--- config.mk ---
export PLATFORM = sky130hd
export DESIGN_NAME = annexb_parameter_set_extractor
export DESIGN_NICKNAME = d
export VERILOG_FILES = /design/src/apse_pkg.sv /design/src/annexb_parameter_set_extractor.sv /design/src/apse_step.sv
export SDC_FILE = /design/constraint.sdc
export NUM_CORES = 1
export LEC_CHECK = 0
export ABC_AREA = 1
export BUFFER_PORTS_ARGS = -buffer_cell sky130_fd_sc_hd__buf_2
export CAP_MARGIN = 10
export CORE_UTILIZATION = 57
export DETAILED_ROUTE_END_ITERATION = 12
export PLACE_DENSITY_LB_ADDON = 0.15
export SLEW_MARGIN = 30
export SYNTH_ARGS = -nofsm -noshare
export SYNTH_HDL_FRONTEND = slang
export SYNTH_SLANG_ARGS = --single-unit
--- constraint.sdc ---
create_clock -name clk -period 12.3 [get_ports clk]
set_input_delay 0.615 -clock clk [delete_from_list [all_inputs] [get_ports clk]]
set_output_delay 0.615 -clock clk [all_outputs]
set_load 0.02 [all_outputs]
--- src/apse_pkg.sv ---
package apse_pkg;

  localparam int MaxResults = 5;
  localparam int CountW = $clog2(MaxResults + 1);

  localparam logic [0:0] CfgCodecMode   = 1'b0;
  localparam logic [0:0] CfgStartOffset = 1'b1;

  localparam logic [4:0] H264TrigType = 5'd7;
  localparam logic [5:0] H265TrigType = 6'd32;
  localparam logic [1:0] H264UnitsAfter = 2'd2;
  localparam logic [1:0] H265UnitsAfter = 2'd3;
  localparam logic [7:0] StartCodeZero = 8'h00;
  localparam logic [7:0] StartCodeOne  = 8'h01;

  typedef enum logic [1:0] {
    PhaseSeek,
    PhaseScan,
    PhasePass,
    PhaseDone
  } phase_t;

  typedef struct packed {
    logic [7:0] data;
    logic       valid;
    logic       last;
    logic       found;
  } result_t;

  typedef result_t [MaxResults-1:0] result_arr_t;

  typedef struct packed {
    logic [3:0][7:0] window;
    logic [2:0]      pending;
    phase_t          phase;
    logic            header_wait;
    logic [1:0]      units_left;
    logic [31:0]     bytes_seen;
  } state_t;

  typedef struct packed {
    logic        codec_mode;
    logic [31:0] start_offset;
  } cfg_t;

endpackage

--- src/annexb_parameter_set_extractor.sv ---
// Annex B parameter set extractor.
// The input channel (in_valid, in_ready) takes one stream byte per item with an
// end_of_data flag on the final byte. The output channel (out_valid, out_ready)
// delivers the bytes of the extracted unit group, start codes included, and
// end markers that carry byte_valid low.
// An accepted item is decoded in the same cycle into zero to five results,
// which are held in a result buffer; the first result is offered on the next
// cycle. The buffer drains one result per cycle while out_ready is high.
// A new item is accepted while the last buffered result is being taken, so
// items with one or no result sustain one item per cycle while the receiver
// is ready, and an item with more results holds the input until all are taken.
// When the receiver stalls, the current result holds and the input stalls
// while any result waits.
// The configuration port writes codec_mode (index 0) or start_offset
// (index 1), one per write; write them only while the block is idle.
// Synchronous reset clears the stream state, the buffer pointers and both registers.
module annexb_parameter_set_extractor (
  input  logic        clk,
  input  logic        rst,
  input  logic        in_valid,
  output logic        in_ready,
  input  logic [7:0]  stream_byte,
  input  logic        end_of_data,
  output logic        out_valid,
  input  logic        out_ready,
  output logic [7:0]  out_byte,
  output logic        byte_valid,
  output logic        group_last,
  output logic        group_found,
  input  logic        cfg_we,
  input  logic [0:0]  cfg_index,
  input  logic [31:0] cfg_data
);
  import apse_pkg::*;

  cfg_t              cfg;
  state_t            st;
  state_t            st_next;
  result_arr_t       results;
  result_arr_t       result_buf;
  logic [CountW-1:0] result_count;
  logic [CountW-1:0] count;
  logic [CountW-1:0] head;
  logic              take;
  logic              accept;
  result_t           cur;

  apse_step u_step (
    .st           (st),
    .cfg          (cfg),
    .stream_byte  (stream_byte),
    .end_of_data  (end_of_data),
    .st_next      (st_next),
    .results      (results),
    .result_count (result_count)
  );

  assign out_valid = (head != count);
  assign take      = out_valid && out_ready;
  assign in_ready  = !out_valid || (take && (head + CountW'(1) == count));
  assign accept    = in_valid && in_ready;

  assign cur         = (head < CountW'(MaxResults)) ? result_buf[head] : '0;
  assign out_byte    = cur.data;
  assign byte_valid  = cur.valid;
  assign group_last  = cur.last;
  assign group_found = cur.found;

  always_ff @(posedge clk) begin
    if (rst) begin
      cfg   <= '0;
      st    <= '0;
      count <= '0;
      head  <= '0;
    end else begin
      if (cfg_we) begin
        case (cfg_index)
          CfgCodecMode:   cfg.codec_mode   <= cfg_data[0];
          CfgStartOffset: cfg.start_offset <= cfg_data;
          default: ;
        endcase
      end
      if (accept) begin
        st    <= st_next;
        count <= result_count;
        head  <= '0;
      end else if (take) begin
        head <= head + CountW'(1);
      end
    end
  end

  always_ff @(posedge clk) begin
    if (accept) begin
      result_buf <= results;
    end
  end

endmodule

--- src/apse_step.sv ---
module apse_step (
  input  apse_pkg::state_t             st,
  input  apse_pkg::cfg_t               cfg,
  input  logic [7:0]                   stream_byte,
  input  logic                         end_of_data,
  output apse_pkg::state_t             st_next,
  output apse_pkg::result_arr_t        results,
  output logic [apse_pkg::CountW-1:0]  result_count
);
  import apse_pkg::*;

  function automatic result_arr_t put(result_arr_t r, logic [CountW-1:0] idx, result_t e);
    result_arr_t tmp;
    tmp = r;
    if (idx < CountW'(MaxResults)) begin
      tmp[idx] = e;
    end
    return tmp;
  endfunction

  always_comb begin
    state_t            s;
    result_arr_t       res;
    logic [CountW-1:0] n;
    logic [2:0]        p;
    logic              trig;
    result_t           e;
    s    = st;
    res  = '0;
    n    = '0;
    p    = '0;
    trig = 1'b0;
    e    = '0;
    if (s.bytes_seen < cfg.start_offset) begin
      s.bytes_seen = s.bytes_seen + 32'd1;
      if (end_of_data) begin
        e   = '{data: 8'h00, valid: 1'b0, last: 1'b1, found: 1'b0};
        res = put(res, n, e);
        n   = n + CountW'(1);
        s   = '0;
      end
    end else begin
      if (s.phase != PhaseDone) begin
        p = (s.pending > 3'd3) ? 3'd3 : s.pending;
        s.window[p[1:0]] = stream_byte;
        p = p + 3'd1;
        if (s.header_wait) begin
          s.header_wait = 1'b0;
          if (cfg.codec_mode) begin
            trig = (stream_byte[6:1] == H265TrigType);
          end else begin
            trig = (stream_byte[4:0] == H264TrigType);
          end
          if (trig && s.phase == PhaseScan) begin
            s.phase      = PhasePass;
            s.units_left = cfg.codec_mode ? H265UnitsAfter : H264UnitsAfter;
            for (int k = 0; k < 4; k++) begin
              e   = '{data: (k == 3) ? StartCodeOne : StartCodeZero,
                      valid: 1'b1, last: 1'b0, found: 1'b1};
              res = put(res, n, e);
              n   = n + CountW'(1);
            end
          end
        end
        if (p == 3'd4) begin
          if (s.window[0] == StartCodeZero && s.window[1] == StartCodeZero &&
              s.window[2] == StartCodeZero && s.window[3] == StartCodeOne) begin
            p = 3'd0;
            if (s.phase == PhasePass) begin
              if (s.units_left != 2'd0) begin
                s.units_left = s.units_left - 2'd1;
                for (int k = 0; k < 4; k++) begin
                  e   = '{data: (k == 3) ? StartCodeOne : StartCodeZero,
                          valid: 1'b1, last: 1'b0, found: 1'b1};
                  res = put(res, n, e);
                  n   = n + CountW'(1);
                end
              end else begin
                e       = '{data: 8'h00, valid: 1'b0, last: 1'b1, found: 1'b1};
                res     = put(res, n, e);
                n       = n + CountW'(1);
                s.phase = PhaseDone;
              end
            end else begin
              s.phase       = PhaseScan;
              s.header_wait = 1'b1;
            end
          end else begin
            if (s.phase == PhasePass) begin
              e   = '{data: s.window[0], valid: 1'b1, last: 1'b0, found: 1'b1};
              res = put(res, n, e);
              n   = n + CountW'(1);
            end
            s.window[0] = s.window[1];
            s.window[1] = s.window[2];
            s.window[2] = s.window[3];
            s.window[3] = 8'h00;
            p = 3'd3;
          end
        end
        s.pending = p;
      end
      if (end_of_data) begin
        if (s.phase == PhasePass) begin
          for (int k = 0; k < 4; k++) begin
            if (3'(k) < s.pending) begin
              e   = '{data: s.window[k], valid: 1'b1, last: 1'b0, found: 1'b1};
              res = put(res, n, e);
              n   = n + CountW'(1);
            end
          end
          if (n != '0) begin
            res[n - CountW'(1)].last = 1'b1;
          end else begin
            e   = '{data: 8'h00, valid: 1'b0, last: 1'b1, found: 1'b1};
            res = put(res, n, e);
            n   = n + CountW'(1);
          end
        end else if (s.phase != PhaseDone) begin
          e   = '{data: 8'h00, valid: 1'b0, last: 1'b1, found: 1'b0};
          res = put(res, n, e);
          n   = n + CountW'(1);
        end
        s = '0;
      end
    end
    st_next      = s;
    results      = res;
    result_count = n;
  end

endmodule

==> flow_metrics.tcl <==
set metrics [dict create \
    status "finished, final reports clean" \
    drc 0 \
    multi_input_area_um2 7330 \
    crit_path_end "result_buf[10]$_SDFFCE_PN0P_" \
    cap_violations 0 \
    grtUsageTotal_pct 35.7 \
    r2r-end "result_buf[10]$_SDFFCE_PN0P_" \
    critPathBufInv 5 \
    cp_common_cell "nand2_4" \
    synth_cell_types 57 \
    die_h_um 150 \
    path_depth 36 \
    design.final.nets 2024 \
    slew_viol_final 0 \
    p_total_uw 1280 \
    cp_slowest_cell "ha_1" \
    grt_overflow 0 \
    startpoint_type "register" \
    hold_viol_final 0 \
    crit_path_max_fanout 22 \
    final_cell_area_um2 13500 \
    total_leakage_power_uw 0.00587 \
    slew_headroom_pct 31.4 \
    vias 12900 \
    period_needed_ns 6.92 \
    critPathTopFamily "simple AND/OR/NAND/NOR gates" \
    synth_nets 2009 \
    clock_latency_ns 0.45 \
    placementRows 53 \
    wire_per_inst_um 17.9 \
    detail_route.iter0.violations 1308 \
    port_buffers 59 \
    layout_commonest_cell "nand2_1" \
    final_cell_mix "nand2_1 (479), inv_1 (243), nor2_1 (184)" \
    clock-sinks 166 \
    dpl_cell_area_um2 12900 \
    finalCritPeriodShare_pct 56.3 \
    cts.repair.resized 0 \
    register_area_um2 3870 \
    crit_required_ns 12.47 \
    syn_area_um2 12500 \
    numCtsBuffers 17 \
    finalSetupViolCount 0 \
    crit_start "st[39]$_SDFFE_PP0P_" \
    ys_ff_latch 166 \
    rsz0062_at_grt "no" \
    path_clk_slew_ns 0.07 \
    via_per_inst 5.85 \
    detail-route-antenna-nets 0 \
    synth_seq_area_share_pct 31.0 \
    r2r_setup_slack_ns 5.38 \
    worstSetupPathType "register to register" \
    grt_pass1_wl_um 61800 \
    fp.dieW_um 150 \
    htree_levels 4 \
    max_freq_mhz 144 \
    ys_async_sr_fraction_pct 0 \
    core_area_um2 21300 \
    power_density_nw_per_um2 95.0 \
    crit_path_max_incr_delay_ns 0.62 \
    synth_edf_count 55 \
    setup_tns_ns 0 \
    grt_max_degree 64 \
    start_util_pct 58.7 \
    syn_avg_cell_area_um2 6.55 \
    syn_inst 1910 \
    ctsHoldBuffers 0 \
    vdd_drop_max_uv 85.7 \
    r2r.worst_path.cells 36 \
    min-delay-path-class "primary input to register" \
    nFillCells 2037 \
    io-pin-count 60 \
    antenna_found_initial 0 \
    dieArea_um2 22500 \
    tightest_slew_ns 1.02 \
    num_antenna_cells 0 \
    place_congestion 1.05 \
    end_kind "register" \
    tritoncts "yes" \
    drive_above_1_share_pct 9.65 \
    worstReg2RegStart "st[39]$_SDFFE_PP0P_" \
    yosysWarnings 0 \
    worstPathArrival_ns 7.10 \
    grt_pass1_vias 11500 \
    skew_ns 0.0157 \
    cts-root-buf "clkbuf_16" \
    dpl.hpwl_um 30600 \
    synth_top_flop_cell "dfxtp_1" \
    firstDrtPassIters 6 \
    area_growth_pct 7.76 \
    clockBufferDepth 2 \
    post_cts_buffers 0 \
    routed_wl_um 39600 \
]
[kinds of logic (layout without fill, tap and decap cells)]
logic type	Yosys count	after routing	share of synthesized area [%]
adders and majority gates	52	52	5.20
buffers and inverters	333	360	10.6
DFF	166	166	31.0
and+or+nand+nor	942	942	34.4
AOI/OAI and AO/OA	403	403	17.9
xor gates and xnor gates	14	14	0.981
[worst reg2reg max path, delay by kind of cell, from the launching register on]
family	cells	cell delay [ns]
simple gates	25	3.65
fa+ha+maj	6	2.01
buf+inv	5	0.69
flops	1	0.34
[power by group]
group / leakage (µW) / switching, µW / internal [µW]
Combinational: 0.00413 / 90.6 / 37.7
Sequential: 0.00145 / 8.70 / 591
Clock: 0.000289 / 255 / 297
[layout make-up]
| type | count | share of cell area [%] |
|---|---|---|
| flip-flops and latches | 166 | 28.7 |
| well taps | 275 | 2.55 |
| clock inverters | 12 | 1.02 |
| clock buffers | 19 | 3.36 |
| multi-input cells | 1411 | 54.4 |
| repair buffers | 67 | 2.64 |
| inverters | 262 | 7.32 |
[flip-flops by register name (all words and copies together) (netlist names)]
signal      cells
cfg            33
count           3
head            3
result_buf     55
st             72
[metrics by stage]
step / setup WS, ns / hold slack (ns) / cells / utilization, %
6_report: 5.38 / 0.448 / 2212 / 63.3
5_1_grt: 4.84 / 0.456 / 2212 / 63.3
4_1_cts: 5.54 / 0.441 / 2212 / 63.3
3_5_place_dp: 5.57 / 0.453 / 2181 / 60.5
3_3_place_gp: 5.75 / 0.448 / 2181 / 60.5
2_1_floorplan: 6.65 / 0.435 / 1910 / -
[per-layer routing]
| layer | part of all wire, % | track usage (%) | wire length (µm) | vias up |
|---|---|---|---|---|
| met4 | 2.8 | 13.1 | 1120 | 0 |
| met3 | 8.2 | 5.67 | 3250 | 91 |
| met2 | 44 | 55.0 | 17400 | 597 |
| met1 | 45 | 50.2 | 17800 | 5923 |
| li1 | - | - | - | 6333 |
| met5 | 0 | 0 | 0 | - |
[synthesized netlist by cell type, types with 7 or more instances]
cell type | instances | share of area [%]
nor3_1 | 22 | 0.88
nand2_1 | 481 | 14
edfxtp_1 | 55 | 13
or2_2 | 7 | 0.35
buf_2 | 12 | 0.48
o22ai_1 | 22 | 1.1
a21oi_1 | 142 | 5.7
dfxtp_1 | 111 | 18
nand2_4 | 11 | 0.99
nand4_1 | 37 | 1.9
nor2_1 | 186 | 5.6
clkbuf_1 | 45 | 1.4
a31oi_1 | 13 | 0.65
inv_2 | 13 | 0.39
xor2_1 | 11 | 0.77
o21a_1 | 17 | 1.0
o21ai_0 | 153 | 6.1
o21ai_1 | 17 | 0.68
inv_1 | 245 | 7.4
nand3_1 | 140 | 5.6
o211ai_1 | 18 | 1.1
nand2_2 | 17 | 0.85
ha_1 | 52 | 5.2
[worst min path at each step]
stage,from,end,depth (start not counted)
6_report,cfg_data[24],cfg[24]$_SDFFE_PP0P_,3
4_1_cts,cfg_data[6],cfg[6]$_SDFFE_PP0P_,3
2_1_floorplan,cfg[10]$_SDFFE_PP0P_,cfg[10]$_SDFFE_PP0P_,2
3_3_place_gp,st[54]$_SDFFE_PP0P_,st[54]$_SDFFE_PP0P_,2
5_1_grt,out_ready,head[1]$_SDFFE_PP0P_,3
3_5_place_dp,st[53]$_SDFFE_PP0P_,st[53]$_SDFFE_PP0P_,2
No activity file was read; power rests on OpenSTA's default activity.
